$ cat config.mk
export PLATFORM = sky130hd
export DESIGN_NAME = retransmit_outbox_table
export DESIGN_NICKNAME = d
export VERILOG_FILES = /design/src/rot_pkg.sv /design/src/rot_cmp.sv /design/src/rot_mem.sv /design/src/retransmit_outbox_table.sv
export SDC_FILE = /design/constraint.sdc
export NUM_CORES = 1
export LEC_CHECK = 0
export ABC_AREA = 1
export BUFFER_PORTS_ARGS = -buffer_cell sky130_fd_sc_hd__buf_4
export CAP_MARGIN = 20
export CORE_ASPECT_RATIO = 0.6
export CORE_MARGIN = 3
export CORE_UTILIZATION = 45
export DETAILED_ROUTE_END_ITERATION = 6
export HOLD_SLACK_MARGIN = 0.12
export SYNTH_ARGS = -nofsm -noshare
export SYNTH_HDL_FRONTEND = slang
export SYNTH_SLANG_ARGS = --single-unit
export TNS_END_PERCENT = 5
$ cat constraint.sdc
create_clock -name clk -period 12.55 [get_ports clk]
set_input_delay 1.255 -clock clk [delete_from_list [all_inputs] [get_ports clk]]
set_output_delay 1.255 -clock clk [all_outputs]
set_load 0.05 [all_outputs]
$ cat src/rot_pkg.sv
// Package for the retransmit outbox table: item codes, entry layout,
// sequencer states and port widths. No dependencies.
package rot_pkg;

  localparam int SLOTS_DEF  = 8;
  localparam int MAX_OUT    = 8;
  localparam int CNT_W      = 4;
  localparam int RT_W       = 20;
  localparam int IN_DATA_W  = 104;
  localparam int OUT_DATA_W = 80;
  localparam int SLOT_W     = 3;

  localparam logic [RT_W-1:0] RT_RESET = 20'd2000;

  typedef enum logic [1:0] {
    ACT_ENQ  = 2'd0,
    ACT_ACK  = 2'd1,
    ACT_TICK = 2'd2
  } action_t;

  typedef enum logic [2:0] {
    RS_RESEND        = 3'd0,
    RS_QUEUED_SENT   = 3'd1,
    RS_QUEUED_HELD   = 3'd2,
    RS_REPLACED_SENT = 3'd3,
    RS_REPLACED_HELD = 3'd4,
    RS_ACKED         = 3'd5,
    RS_ACK_UNKNOWN   = 3'd6
  } status_t;

  typedef enum logic [1:0] {
    CMP_LT  = 2'd0,
    CMP_EQ  = 2'd1,
    CMP_AGE = 2'd2
  } cmp_op_t;

  typedef enum logic [2:0] {
    S_IDLE   = 3'd0,
    S_RD     = 3'd1,
    S_EV     = 3'd2,
    S_ENQ_WR = 3'd3,
    S_RD2    = 3'd4,
    S_EV2    = 3'd5
  } state_t;

  typedef struct packed {
    logic [31:0] seq;
    logic [31:0] uptime;
    logic [6:0]  conf;
    logic [31:0] sent;
  } entry_t;

endpackage

$ cat src/rot_cmp.sv
// Shared 32-bit subtract/compare unit used by the S_EV scan steps.
// Depends on rot_pkg.
module rot_cmp (
  input  rot_pkg::cmp_op_t        op,
  input  logic [31:0]             a,
  input  logic [31:0]             b,
  input  logic [rot_pkg::RT_W-1:0] lim,
  output logic                    flag
);
  import rot_pkg::*;

  logic [32:0] sub;
  logic [31:0] diff;

  always_comb begin
    sub  = {1'b0, a} - {1'b0, b};
    diff = sub[31:0];
    unique case (op)
      CMP_LT:  flag = sub[32];
      CMP_EQ:  flag = (diff == 32'd0);
      // age taken mod 2^32, flag set while still too young
      CMP_AGE: flag = (diff < {{(32-RT_W){1'b0}}, lim});
      default: flag = 1'b0;
    endcase
  end

endmodule

$ cat src/rot_mem.sv
// Slot entry memory: one write port, one read port with registered data.
// Depends on rot_pkg.
module rot_mem #(
  parameter int SLOTS = rot_pkg::SLOTS_DEF
) (
  input  logic                     clk,
  input  logic                     we,
  input  logic [$clog2(SLOTS)-1:0] waddr,
  input  rot_pkg::entry_t          wdata,
  input  logic [$clog2(SLOTS)-1:0] raddr,
  output rot_pkg::entry_t          rdata
);
  import rot_pkg::*;

  entry_t mem [SLOTS];

  always_ff @(posedge clk) begin
    if (we) begin
      mem[waddr] <= wdata;
    end
    rdata <= mem[raddr];
  end

endmodule

$ cat src/retransmit_outbox_table.sv
// Retransmit outbox table: scans slots one at a time, each slot visited through a
// read state then an evaluate state. Enqueue scans to the first free slot (all slots
// when full), then writes. Ack scans to the match (all slots on a miss). Tick with
// link up: a due scan over all slots, then a resend pass up to the last due slot. A
// tick with the link down or an unused action is dropped; output stalls hold the sequencer.
// Reset clears the used bits, the sequencer and the output; retransmit_ms = 2000.
module retransmit_outbox_table #(
  parameter int SLOTS = rot_pkg::SLOTS_DEF
) (
  input  logic                           clk,
  input  logic                           rst_n,
  input  logic                           in_tvalid,
  output logic                           in_tready,
  // seq[31:0], event_uptime[63:32], confidence_code[70:64], now_ms[102:71], link_up[103]
  input  logic [rot_pkg::IN_DATA_W-1:0]  in_tdata,
  // action[1:0]
  input  logic [1:0]                     in_tuser,
  output logic                           out_tvalid,
  input  logic                           out_tready,
  // slot[2:0], out_seq[34:3], out_uptime[66:35], out_confidence[73:67], zero[79:74]
  output logic [rot_pkg::OUT_DATA_W-1:0] out_tdata,
  // status[2:0]
  output logic [2:0]                     out_tuser,
  output logic                           out_tlast,
  input  logic                           cfg_we,
  input  logic [rot_pkg::RT_W-1:0]       cfg_wdata
);
  import rot_pkg::*;

  localparam int IDX_W = $clog2(SLOTS);
  localparam logic [IDX_W-1:0] LAST_IDX = IDX_W'(SLOTS - 1);

  state_t state_r, state_nxt;
  logic [RT_W-1:0] rt_r;
  logic [SLOTS-1:0] used_r, used_nxt;

  action_t act_r, act_nxt;
  logic [31:0] seq_in_r, seq_in_nxt;
  logic [31:0] up_in_r, up_in_nxt;
  logic [6:0]  conf_in_r, conf_in_nxt;
  logic [31:0] now_r, now_nxt;
  logic        link_r, link_nxt;

  logic [IDX_W-1:0] idx_r, idx_nxt;
  logic [IDX_W-1:0] pick_r, pick_nxt;
  logic [31:0]      min_r, min_nxt;
  logic             replaced_r, replaced_nxt;
  logic [SLOTS-1:0] due_r, due_nxt;
  logic [CNT_W-1:0] cnt_r, cnt_nxt;
  logic [CNT_W-1:0] emit_r, emit_nxt;

  logic        out_valid_r, out_valid_nxt;
  status_t     out_status_r, out_status_nxt;
  logic [2:0]  out_slot_r, out_slot_nxt;
  logic [31:0] out_seq_r, out_seq_nxt;
  logic [31:0] out_uptime_r, out_uptime_nxt;
  logic [6:0]  out_conf_r, out_conf_nxt;
  logic        out_last_r, out_last_nxt;

  logic             mem_we;
  logic [IDX_W-1:0] mem_waddr;
  entry_t           mem_wdata;
  entry_t           rd;

  cmp_op_t cmp_op;
  logic [31:0] cmp_a, cmp_b;
  logic cmp_flag;

  logic accept, out_free, is_last, free_hit, match, due, final_emit;
  action_t in_act;

  rot_mem #(.SLOTS(SLOTS)) u_mem (
    .clk   (clk),
    .we    (mem_we),
    .waddr (mem_waddr),
    .wdata (mem_wdata),
    .raddr (idx_r),
    .rdata (rd)
  );

  rot_cmp u_cmp (
    .op   (cmp_op),
    .a    (cmp_a),
    .b    (cmp_b),
    .lim  (rt_r),
    .flag (cmp_flag)
  );

  assign in_tready  = (state_r == S_IDLE);
  assign accept     = in_tvalid && in_tready;
  assign in_act     = action_t'(in_tuser);
  assign out_free   = !out_valid_r || out_tready;
  assign is_last    = (idx_r == LAST_IDX);

  assign out_tvalid = out_valid_r;
  assign out_tdata  = {6'd0, out_conf_r, out_uptime_r, out_seq_r, out_slot_r};
  assign out_tuser  = out_status_r;
  assign out_tlast  = out_last_r;

  always_comb begin
    unique case (act_r)
      ACT_ENQ: begin
        cmp_op = CMP_LT;
        cmp_a  = rd.seq;
        cmp_b  = min_r;
      end
      ACT_TICK: begin
        cmp_op = CMP_AGE;
        cmp_a  = now_r;
        cmp_b  = rd.sent;
      end
      default: begin
        cmp_op = CMP_EQ;
        cmp_a  = rd.seq;
        cmp_b  = seq_in_r;
      end
    endcase
  end

  assign free_hit   = !used_r[idx_r];
  assign match      = used_r[idx_r] && cmp_flag;
  // never-sent entries carry a zero stamp
  assign due        = used_r[idx_r] && (cnt_r < CNT_W'(MAX_OUT)) &&
                      ((rd.sent == 32'd0) || !cmp_flag);
  assign final_emit = ((emit_r + CNT_W'(1)) == cnt_r);

  // next state
  always_comb begin
    state_nxt = state_r;
    unique case (state_r)
      S_IDLE: begin
        if (accept) begin
          priority if (in_act == ACT_ENQ || in_act == ACT_ACK) begin
            state_nxt = S_RD;
          end else if (in_act == ACT_TICK && in_tdata[103]) begin
            state_nxt = S_RD;
          end else begin
            state_nxt = S_IDLE;
          end
        end
      end
      S_RD: state_nxt = S_EV;
      S_EV: begin
        unique case (act_r)
          ACT_ENQ:  state_nxt = (free_hit || is_last) ? S_ENQ_WR : S_RD;
          ACT_ACK: begin
            if (match || is_last) state_nxt = out_free ? S_IDLE : S_EV;
            else state_nxt = S_RD;
          end
          ACT_TICK: begin
            if (is_last) state_nxt = (cnt_r != '0 || due) ? S_RD2 : S_IDLE;
            else state_nxt = S_RD;
          end
          default: state_nxt = S_IDLE;
        endcase
      end
      S_ENQ_WR: state_nxt = out_free ? S_IDLE : S_ENQ_WR;
      S_RD2:    state_nxt = S_EV2;
      S_EV2: begin
        if (due_r[idx_r]) begin
          if (out_free) state_nxt = final_emit ? S_IDLE : S_RD2;
          else state_nxt = S_EV2;
        end else begin
          state_nxt = S_RD2;
        end
      end
      default: state_nxt = S_IDLE;
    endcase
  end

  // datapath and output controls
  always_comb begin
    act_nxt        = act_r;
    seq_in_nxt     = seq_in_r;
    up_in_nxt      = up_in_r;
    conf_in_nxt    = conf_in_r;
    now_nxt        = now_r;
    link_nxt       = link_r;
    idx_nxt        = idx_r;
    pick_nxt       = pick_r;
    min_nxt        = min_r;
    replaced_nxt   = replaced_r;
    due_nxt        = due_r;
    cnt_nxt        = cnt_r;
    emit_nxt       = emit_r;
    used_nxt       = used_r;
    mem_we         = 1'b0;
    mem_waddr      = idx_r;
    mem_wdata      = rd;
    out_valid_nxt  = out_valid_r && !out_tready;
    out_status_nxt = out_status_r;
    out_slot_nxt   = out_slot_r;
    out_seq_nxt    = out_seq_r;
    out_uptime_nxt = out_uptime_r;
    out_conf_nxt   = out_conf_r;
    out_last_nxt   = out_last_r;

    unique case (state_r)
      S_IDLE: begin
        if (accept) begin
          act_nxt      = in_act;
          seq_in_nxt   = in_tdata[31:0];
          up_in_nxt    = in_tdata[63:32];
          conf_in_nxt  = in_tdata[70:64];
          now_nxt      = in_tdata[102:71];
          link_nxt     = in_tdata[103];
          idx_nxt      = '0;
          replaced_nxt = 1'b0;
          due_nxt      = '0;
          cnt_nxt      = '0;
          emit_nxt     = '0;
        end
      end
      S_EV: begin
        unique case (act_r)
          ACT_ENQ: begin
            if (free_hit) begin
              pick_nxt     = idx_r;
              replaced_nxt = 1'b0;
            end else begin
              // table full so far: track lowest seq, first index wins ties
              if (idx_r == '0 || cmp_flag) begin
                min_nxt  = rd.seq;
                pick_nxt = idx_r;
              end
              replaced_nxt = 1'b1;
              if (!is_last) idx_nxt = idx_r + IDX_W'(1);
            end
          end
          ACT_ACK: begin
            if (match) begin
              if (out_free) begin
                used_nxt[idx_r] = 1'b0;
                out_valid_nxt   = 1'b1;
                out_status_nxt  = RS_ACKED;
                out_slot_nxt    = 3'(idx_r);
                out_seq_nxt     = seq_in_r;
                out_uptime_nxt  = rd.uptime;
                out_conf_nxt    = rd.conf;
                out_last_nxt    = 1'b1;
              end
            end else if (is_last) begin
              if (out_free) begin
                out_valid_nxt  = 1'b1;
                out_status_nxt = RS_ACK_UNKNOWN;
                out_slot_nxt   = 3'd0;
                out_seq_nxt    = seq_in_r;
                out_uptime_nxt = 32'd0;
                out_conf_nxt   = 7'd0;
                out_last_nxt   = 1'b1;
              end
            end else begin
              idx_nxt = idx_r + IDX_W'(1);
            end
          end
          ACT_TICK: begin
            if (due) begin
              due_nxt[idx_r] = 1'b1;
              cnt_nxt        = cnt_r + CNT_W'(1);
              mem_we         = 1'b1;
              mem_wdata.sent = now_r;
            end
            idx_nxt = is_last ? '0 : idx_r + IDX_W'(1);
          end
          default: ;
        endcase
      end
      S_ENQ_WR: begin
        if (out_free) begin
          mem_we           = 1'b1;
          mem_waddr        = pick_r;
          mem_wdata.seq    = seq_in_r;
          mem_wdata.uptime = up_in_r;
          mem_wdata.conf   = conf_in_r;
          mem_wdata.sent   = link_r ? now_r : 32'd0;
          used_nxt[pick_r] = 1'b1;
          out_valid_nxt    = 1'b1;
          priority if (replaced_r && link_r) out_status_nxt = RS_REPLACED_SENT;
          else if (replaced_r)               out_status_nxt = RS_REPLACED_HELD;
          else if (link_r)                   out_status_nxt = RS_QUEUED_SENT;
          else                               out_status_nxt = RS_QUEUED_HELD;
          out_slot_nxt   = 3'(pick_r);
          out_seq_nxt    = seq_in_r;
          out_uptime_nxt = up_in_r;
          out_conf_nxt   = conf_in_r;
          out_last_nxt   = 1'b1;
        end
      end
      S_EV2: begin
        if (due_r[idx_r]) begin
          if (out_free) begin
            out_valid_nxt  = 1'b1;
            out_status_nxt = RS_RESEND;
            out_slot_nxt   = 3'(idx_r);
            out_seq_nxt    = rd.seq;
            out_uptime_nxt = rd.uptime;
            out_conf_nxt   = rd.conf;
            out_last_nxt   = final_emit;
            emit_nxt       = emit_r + CNT_W'(1);
            idx_nxt        = idx_r + IDX_W'(1);
          end
        end else begin
          idx_nxt = idx_r + IDX_W'(1);
        end
      end
      default: ;
    endcase
  end

  always_ff @(posedge clk) begin
    if (!rst_n) begin
      state_r     <= S_IDLE;
      used_r      <= '0;
      out_valid_r <= 1'b0;
      rt_r        <= RT_RESET;
    end else begin
      state_r     <= state_nxt;
      used_r      <= used_nxt;
      out_valid_r <= out_valid_nxt;
      if (cfg_we) begin
        rt_r <= cfg_wdata;
      end
    end
  end

  always_ff @(posedge clk) begin
    act_r        <= act_nxt;
    seq_in_r     <= seq_in_nxt;
    up_in_r      <= up_in_nxt;
    conf_in_r    <= conf_in_nxt;
    now_r        <= now_nxt;
    link_r       <= link_nxt;
    idx_r        <= idx_nxt;
    pick_r       <= pick_nxt;
    min_r        <= min_nxt;
    replaced_r   <= replaced_nxt;
    due_r        <= due_nxt;
    cnt_r        <= cnt_nxt;
    emit_r       <= emit_nxt;
    out_status_r <= out_status_nxt;
    out_slot_r   <= out_slot_nxt;
    out_seq_r    <= out_seq_nxt;
    out_uptime_r <= out_uptime_nxt;
    out_conf_r   <= out_conf_nxt;
    out_last_r   <= out_last_nxt;
  end

endmodule

# After elaboration in Yosys (flattened, before gate mapping)
# Memories as Yosys holds them, arrays and structs flattened. A register that Yosys moved wholly into a read port is not among the register bits.
# Index checks and enable logic that the tools add are counted.
# word_totals
output_inout_bits,86
reg_bits,271
input_bits,131
ramBits,824
wordCells,240
memories,1
# memory_table
name,depth,word_bits,rd,rd_ports_with_merged_regs,write_ports,line,source
u_mem.mem,8,103,1,1,1,rot_mem.sv:15,entry_t mem [SLOTS];
# op_classes
n_lt_le_gt_ge,6
bitwise_logic,4
add_sub_neg,4
reduce_logical,44
mux,126
eq_ne,32
# op_table
op,count
two-way mux 32 bit,17
case mux 32 bit (3 select lines),2
case mux 32 bit (2 select lines),2
two-way mux 103 bit,1
two-way mux 3 bit,33
two-way mux 71 bit,1
logical NOT 32 bit,2
two-way mux 8 bit,7
two-way mux 7 bit,7
case mux 3 bit (3 select lines),5
subtractor 32 x 32 -> 33 bit,1
< comparator 32 x 20 -> 1 bit,1
case mux 8 bit (2 select lines),2
two-way mux 1 bit,25
"inequality test 3 bit, second input constant",7
case mux 7 bit (3 select lines),1
two-way mux 4 bit,5
case mux 3 bit (6 select lines),1
bitwise OR 8 bit,2
case mux 4 bit (2 select lines),2
"inequality test 2 bit, second input constant",6
AND reduction 4 bit,3
AND reduction 6 bit,2
two-way mux 2 bit,5
32 further kinds,76

# Longest topological paths before layout
# Gate-level depths: netlist of the first run.
# depth
ltp_word,13
depth_mapped,34
ltp_nobuf,34

# By module
# A second synthesis of the first run with hierarchy kept.
# hier_totals
cells_unflattened,5830
hier_area_um2,54951.5
# by_module_without_submodules
mod,seq_area_each_um2,area_each_um2,n_inst,cells_each
rot_mem,26805.7,38114.1,1,3681
retransmit_outbox_table,7817.5,13482.9,1,1457
rot_cmp,0.0,3354.5,1,692

# Least setup slack after synthesis of the first run
# Ideal clock, no wire load.
# synth_path
path_kind,reg-to-reg
start,register act_r[0]
end,memory u_mem.mem[6][0] (netlist bit) (enable)
synth_period_minus_slack_ns,8.914
t_arrival_ns,8.347
required_time_ns,11.984
setup_time_ns,0.566
path_stages_with_launch,32
path_slack_ns,3.636
n_path_buf,2
path_cell_list,edfxtp_1 -> nor2_1 -> clkbuf_1 -> buf_1 -> o21ai_0 -> ha_1 -> fa_1 -> inv_1 -> nand3_1 -> nand3_1 -> nand2_1 -> nand2_1 -> nand2_1 -> nand2_1 -> inv_1 -> ha_1 -> nand2_1 -> nor3_1 -> o21ai_0 -> nand2_1 -> nand2_1 -> nand2_1 -> nand2_1 -> nand3_2 -> nand2_2 -> nand2_2 -> nand3_4 -> inv_4 -> nand2_2 -> nand2_2 -> nand2_1 -> nor2_1
# synth_between
elab_chain_len,13
word_cells_on_any_way,20
cone_classes,1 x add/sub; 1 x order compare; 3 x eq/ne; 9 x mux; 6 x reduce/logical
# synth_lines
element,line,source
from (decl),retransmit_outbox_table.sv:37,"action_t act_r, act_nxt;"
from (signal assigned),retransmit_outbox_table.sv:327,act_r <= act_nxt;
== test 2 bit / logical NOT 2 bit (equally long branches),"retransmit_outbox_table.sv:101, retransmit_outbox_table.sv:215",
case mux 32 bit (2 select lines) / two-way mux 32 bit (equally long branches),retransmit_outbox_table.sv:101,unique case (act_r)
subtractor 32 x 32 -> 33 bit,rot_cmp.sv:16,"sub = {1'b0, a} - {1'b0, b};"
< comparator 32 x 20 -> 1 bit / logical NOT 32 bit (equally long branches),"rot_cmp.sv:22, rot_cmp.sv:20",
case mux 1 bit (3 select lines),rot_cmp.sv:18,unique case (op)
logical NOT 1 bit,retransmit_outbox_table.sv:124,((rd.sent == 32'd0) || !cmp_flag);
logical OR 1 bit,retransmit_outbox_table.sv:124,
logical AND 1 bit,retransmit_outbox_table.sv:123,assign due = used_r[idx_r] && (cnt_r < CNT_W'(MAX_OUT)) &&
two-way mux 1 bit,retransmit_outbox_table.sv:257,if (due) begin
two-way mux 1 bit *,retransmit_outbox_table.sv:215,unique case (act_r)
case mux 1 bit (2 select lines) *,retransmit_outbox_table.sv:198,unique case (state_r)
two-way mux 1 bit *,rot_mem.sv:18,if (we) begin
two-way mux 1 bit (not written as such) *,rot_mem.sv:19,mem[waddr] <= wdata;
to (decl),rot_mem.sv:15,
# Every way passes the cells marked *; elsewhere a longest branch is shown, timed or not.

# Worst setup path in the final report of the first run
# layout_path
start,register act_r[0]
end,memory u_mem.mem[5][20] (netlist bit) (enable)
# Same word-level chain as after synthesis.

==> results of run 1 <==
-- per-stage QoR --
stage | std cells | area (um^2)
2_1_floorplan | 3767 | 48300
3_3_place_gp | 5264 | 51500
3_5_place_dp | 5265 | 51500
4_1_cts | 5466 | 55000
5_1_grt | 5469 | 55000
6_report | 5469 | 55000
-- kinds of logic after synthesis --
kind of cell | after synthesis
mux | 39
flops | 1198
fa+ha+maj | 61
xor+xnor | 14
simple gates | 1182
buf+inv | 548
other cells | 1
compound gates | 719
-- worst max-delay path: cells and delay by family, from the launching register on --
family          cells  cell delay [ns]
buf+inv             6             2.85
xor+xnor            1             0.37
compound gates      3             0.58
fa+ha+maj           2             0.82
flops               1             0.51
simple gates       19             2.32
-- routing by layer --
metal	vias to the layer above	track usage	wire (um)
met5	-	0	23
met4	4	0.0511	2520
met1	15300	0.373	63800
met3	170	0.0475	11800
li1	14200	-	-
met2	1247	0.338	56700
-- flip-flops by register name, indices dropped and copies added (netlist names), 2 cells and up --
name / flops
u_mem.mem: 824
emit_r: 4
up_in_r: 32
out_seq_r: 32
seq_in_r: 32
used_r: 8
now_r: 32
act_r: 2
cnt_r: 4
pick_r: 3
out_conf_r: 7
out_slot_r: 3
idx_r: 3
min_r: 32
due_r: 8
out_uptime_r: 32
conf_in_r: 7
u_mem.rdata: 103
out_tuser: 3
rt_r: 20
state_r: 3
-- worst paths after layout --
kind | startpoint | end | cells after the start
max reg2reg | act_r[0]$_DFFE_PP_ | u_mem.mem[5][20]$_DFFE_PP_ | 31
max | act_r[0]$_DFFE_PP_ | u_mem.mem[5][20]$_DFFE_PP_ | 31
min | u_mem.rdata[99]$_DFF_P_ | min_r[28]$_DFFE_PP_ | 0
min reg2reg | u_mem.rdata[99]$_DFF_P_ | min_r[28]$_DFFE_PP_ | 0
-- final cells by class --
cell class | count | area, um^2
clock buffer | 152 | 3060
timing repair buffer | 265 | 2050
tap | 1410 | 1760
fill | 9005 | 50600
sequential | 1198 | 34600
clock inverter | 49 | 487
multi-input combinational | 2021 | 11600
inverter | 374 | 1410
-- cells in the mapped netlist (all sizes together) --
| cell | n |
|---|---|
| nor4 | 7 |
| a31oi | 2 |
| nor2 | 115 |
| dfxtp | 135 |
| o22ai | 45 |
| a21oi | 77 |
| a211oi | 2 |
| edfxtp | 1063 |
| nand3 | 137 |
| a22oi | 158 |
| inv | 368 |
| buf | 40 |
| fa | 1 |
| o211ai | 6 |
| nand4 | 98 |
| clkinv | 6 |
| nand3b | 5 |
| a311oi | 1 |
| o221ai | 31 |
| conb | 1 |
| o21bai | 2 |
| and2 | 4 |
| nand2 | 785 |
| xnor2 | 7 |
| a221oi | 101 |
| nor3b | 1 |
| xor2 | 7 |
| a41oi | 1 |
| o21ai | 205 |
| ha | 60 |
| a22o | 81 |
| o21a | 7 |
| nor3 | 30 |
| mux2i | 39 |
| clkbuf | 134 |
-- power groups by stage --
stage | logic, mW | registers, mW | clock network (mW)
floorplan | 1.07 | 4.94 | 0
global placement | 1.76 | 4.98 | 0
detailed placement | 1.77 | 4.98 | 0
CTS | 1.77 | 4.90 | 3.38
global route | 1.98 | 4.91 | 3.54
finish | 1.81 | 4.90 | 3.32
==> flow_summary.toml, run 1 <==
[final_layout]
finalNetCount = 4158
layout_common_cells = "sky130_fd_sc_hd__edfxtp_1 (1,063), sky130_fd_sc_hd__nand2_1 (776), sky130_fd_sc_hd__inv_1 (354)"
syn_to_final_growth_pct = 14.1
mostFrequentLayoutCell = "sky130_fd_sc_hd__edfxtp_1"
insertedDiodeCount = 0
drive_above_1_share = 0.132
final_util = 0.521

[hold_path]
worst_hold_path_type = "reg -> reg"

[synth]
yosysUniqueCellTypes = 51
synth_adder_area_share = 0.0160
post_synthesis_instance_area_mm2 = 0.0482
seq_area_frac_synth = 0.718
post_synth_main_area_contributors = "sky130_fd_sc_hd__edfxtp_1 (66%), sky130_fd_sc_hd__nand2_1 (6.0%), sky130_fd_sc_hd__dfxtp_1 (5.6%)"
synth_top_family_by_area = "compound AO/OA/AOI/OAI gates"
multiplexer_share_of_the_synthesized_area = 0.00809
syn_area_per_cell_um2 = 12.8
xor_xnor_share_of_the_synthesized_area = 0.00254
synthSimpleGateAreaFrac = 0.104
synth_cells = 3762
synth_top_cell_area_share = 0.662
yosys.area.top_type = "sky130_fd_sc_hd__edfxtp_1"
ys.warnings.count = 0
synth_compound_gate_area_share = 0.107
ys_ff_latch = 1198

[timing]
finalHoldWorstSlack_ns = 0.439
rsz0062_at_grt = "false"
minimum_clock_period_ns = 8.10
finClkSkew_ns = 0.0504
max_clock_freq_ghz = 0.123
timing.max_slew.rel_slack = 0.270
timing.final.max_slew_violations = 0
hold_viol_final = 0
timing_worst_slew_pin_value_ns = 1.09
setup_tns_ns = 0
final.period_utilization = 0.646
final_setup_violation_count = 0
setup_slack_ns = 4.45

[power]
power_frac_comb = 0.180
power.sequential.fraction = 0.489
static-leakage-power_nw = 19.9
power_spent_charging_and_discharging_nets_mw = 2.93
sw_frac_of_total = 0.292
ir_drop_worst_case_vdd_uv = 111
power_frac_clock = 0.331
internal_power_mw = 7.09
fin_total_pwr_mw = 10.0
power_per_cell_area_mw_per_mm2 = 182

[place]
place.port_buffers = 210
gp_routability_congestion = 0.990
preCtsSetupSlack_ns = 4.62
dpl.hpwl_um = 85000

[clocking]
cts_setup_buffers = 0
post_cts_resize_count = 0
cts_max_path_buffers = 3
cts_buffers = 106
tritoncts_clock_tree = "yes"
cts.sink_count = 1198
cts_hold_repair.buffers = 0
clk-insertion-delay-late_ns = 0.72
htree_num_levels = 3
cts_root_buf = "sky130_fd_sc_hd__clkbuf_16"
clk_transition_reported_paths_ns = 0.07

[critical_path]
cp_data_arrival_time_ns = 8.42
critical_path.most_common_cell = "sky130_fd_sc_hd__nand2_1"
worstSetupEndpointType = "flip-flop"
crit_path_top_delay_cell = "sky130_fd_sc_hd__buf_4"
critical_path.max_stage_delay_ns = 0.79
path_max_fanout = 96
cp.required_ns = 12.87
criticalPathCategory = "reg -> reg"
reg_to_reg_setup_timing_slack_ns = 4.45
launching_element_type_of_the_critical_path = "flip-flop"

[global_route]
grt_pass1_wl_um = 196000
grt_overflow = 0
grt_start_max_net_pins = 105
antenna_found_initial = 5
grt_pass1_vias = 28800
grt_usage = 0.237

[detailed_routing]
avg_wl_per_cell_um = 24.6
wirelength_um = 135000
route.vias.total = 30900
postRouteAntennaNets = 0
remaining_drc_errors = 0
detail_route.iter0.violations = 3598
firstDrtPassIters = 6
routed_via_count_divided_by_cell_count = 5.64

[floorplanning]
core_mm2 = 0.106
design.die.area_mm2 = 0.111
rows = 92
floorplan.initialDensity = 0.457
io_pins = 217
vertical_die_dimension_um = 260
die_width_um = 429

[run]
number_of_max_cap_violations = 0

[status]
status = "completed"
No activity file was read; power rests on OpenSTA's default activity.
==> run 2: changes to the inputs <==
- clock period: 12.55 -> 6.93 ns (I/O delays scaled with it)
==> run 2 against run 1 <==
  * Via count increased by 3.9%
  * Wire length increased by 4.7%
  * Cell count increased by 2.5%
  * Critical endpoint is now u_mem.mem[0][43]$_DFFE_PP_
  * Largest cell class unchanged
  * Largest power group unchanged
==> flow_summary.toml, run 2 (synthesized netlist as in run 1, its figures left out) <==
[floorplanning]
floorplan.initialDensity = 0.457
design.die.area_mm2 = 0.111
io_pins = 217
die_width_um = 429
core_mm2 = 0.106
rows = 92
vertical_die_dimension_um = 260

[detailed_routing]
remaining_drc_errors = 0
firstDrtPassIters = 5
postRouteAntennaNets = 0
detail_route.iter0.violations = 3837
route.vias.total = 32100
wirelength_um = 141000
routed_via_count_divided_by_cell_count = 5.72
avg_wl_per_cell_um = 25.2

[hold_path]
min_from = "in_tdata[30]"
worstHoldPathCells = 1
whs_endpoint = "seq_in_r[30]$_DFFE_PP_"
worst_hold_path_type = "in -> reg"

[power]
static-leakage-power_nw = 20.6
ir_drop_worst_case_vdd_uv = 199
power_per_cell_area_mw_per_mm2 = 322
fin_total_pwr_mw = 18.3

[critical_path]
reg_to_reg_setup_timing_slack_ns = 0.41
cp_data_arrival_time_ns = 6.93
cp.required_ns = 7.34
launching_element_type_of_the_critical_path = "flip-flop"
crit_path_top_delay_cell = "sky130_fd_sc_hd__nor2_4"
worstSetupEndpointType = "flip-flop"
rr_worst_depth = 32
path_max_fanout = 26
critical_path.n_buffers_inverters = 6
critical_path.most_common_cell = "sky130_fd_sc_hd__nand2_1"
worst_reg2reg_path_startpoint = "act_r[0]$_DFFE_PP_"
criticalPathCategory = "reg -> reg"
rr_endpoint = "u_mem.mem[0][43]$_DFFE_PP_"
critical_path.max_stage_delay_ns = 0.66
critPathTopFamily = "simple AND/OR/NAND/NOR gates"

[timing]
rsz0062_at_grt = "false"
timing.final.max_slew_violations = 0
max_clock_freq_ghz = 0.153
minimum_clock_period_ns = 6.52
final_setup_violation_count = 0
setup_slack_ns = 0.413
timing.max_slew.rel_slack = 0.271
finClkSkew_ns = 0.0381
hold_viol_final = 0
timing_worst_slew_pin_value_ns = 1.08
final.period_utilization = 0.940
setup_tns_ns = 0

[global_route]
antenna_found_initial = 0
grt_pass1_wl_um = 207000
grt_pass1_vias = 30200
grt_overflow = 0
grt_usage = 0.250
grt_start_max_net_pins = 107

[clocking]
cts.sink_count = 1198
clk_transition_reported_paths_ns = 0.07
cts_max_path_buffers = 3
clk-insertion-delay-late_ns = 0.73
cts_root_buf = "sky130_fd_sc_hd__clkbuf_16"
htree_num_levels = 3
cts_buffers = 107
tritoncts_clock_tree = "yes"

[final_layout]
finalNetCount = 4295
drive_above_1_share = 0.138
mostFrequentLayoutCell = "sky130_fd_sc_hd__edfxtp_1"
reg.largest.list = "u_mem.mem (824), u_mem.rdata (103)"
syn_to_final_growth_pct = 17.4
largest_reg_flops = 824
layout_common_cells = "sky130_fd_sc_hd__edfxtp_1 (1,063), sky130_fd_sc_hd__nand2_1 (776), sky130_fd_sc_hd__inv_1 (353)"
top_register = "u_mem.mem"

[place]
place.port_buffers = 210
gp_routability_congestion = 1.01
dpl.hpwl_um = 92300
preCtsSetupSlack_ns = 0.400

[status]
status = "completed"

[run]
number_of_max_cap_violations = 0
==> run 2: cell types whose count changed in the layout (fill, tap and decap cells not counted), moves of 3 or more <==
cell	before	now
sky130_fd_sc_hd__clkinv_4	1	4
sky130_fd_sc_hd__buf_4	257	272
sky130_fd_sc_hd__clkbuf_8	17	7
sky130_fd_sc_hd__dlygate4sd3_1	0	90
sky130_fd_sc_hd__inv_6	4	1
sky130_fd_sc_hd__clkbuf_4	3	6
sky130_fd_sc_hd__buf_12	5	31
==> run 2: worst reg2reg max path, delay by kind of cell, from the launching register on <==
kind | cells | cell delay, ns
AOI/OAI and AO/OA | 3 | 0.36
DFF | 1 | 0.58
adders and majority gates | 3 | 1.01
buffers and inverters | 6 | 1.56
and+or+nand+nor | 20 | 2.70
==> run 2: worst max-delay path by stage <==
| stage | startpoint | end | slack (ns) | depth (start not counted) |
|---|---|---|---|---|
| 2_1_floorplan | act_r[0]$_DFFE_PP_ | u_mem.mem[2][0]$_DFFE_PP_ | -0.28 | 31 |
| 3_3_place_gp | act_r[0]$_DFFE_PP_ | u_mem.mem[2][43]$_DFFE_PP_ | 0.45 | 32 |
| 3_5_place_dp | act_r[0]$_DFFE_PP_ | u_mem.mem[2][34]$_DFFE_PP_ | 0.40 | 32 |
| 4_1_cts | act_r[0]$_DFFE_PP_ | u_mem.mem[2][34]$_DFFE_PP_ | 0.36 | 32 |
| 5_1_grt | act_r[0]$_DFFE_PP_ | u_mem.mem[0][43]$_DFFE_PP_ | 0.03 | 32 |
| 6_report | act_r[0]$_DFFE_PP_ | u_mem.mem[0][43]$_DFFE_PP_ | 0.41 | 32 |
==> run 2: report_power, final <==
group | internal (mW) | total [mW] | leakage (nW) | switching, mW
Sequential | 8.59 | 8.84 | 10.8 | 0.257
Clock | 3.29 | 6.03 | 1.74 | 2.74
Combinational | 0.960 | 3.39 | 8.05 | 2.43
==> run 2: area by class of cell <==
type,instances,area [um^2]
Fill cell,8976,49000
Multi-Input combinational cell,2021,11700
Antenna cell,2,5.00
Tap cell,1410,1760
Clock inverter,55,612
Inverter,374,1410
Clock buffer,143,2950
Sequential cell,1198,34600
Timing Repair Buffer,401,3620
==> run 2: what timing repair did <==
action	4_1_cts	5_1_grt
endpoints found under the hold margin	88	2
endpoints found under the setup margin	0	638
setup buffers	0	3
resized for setup	0	2
hold buffers	88	2
==> run 2: layer usage <==
layer,GRT usage,routed length [um],vias to the layer above
li1,-,-,14400
met1,0.391,67100,16100
met5,0,0,-
met2,0.358,59700,1341
met4,0.0481,2410,0
met3,0.0540,11800,161
==> run 2: stage by stage <==
step	cells	util	hold WS, ns	instance area, um^2
floorplan	3767	-	0.408	48300
global placement	5303	0.493	0.411	52100
detailed placement	5305	0.493	0.414	52100
CTS	5591	0.535	0.120	56500
global route	5602	0.536	0.121	56600
finish	5604	0.536	0.166	56600
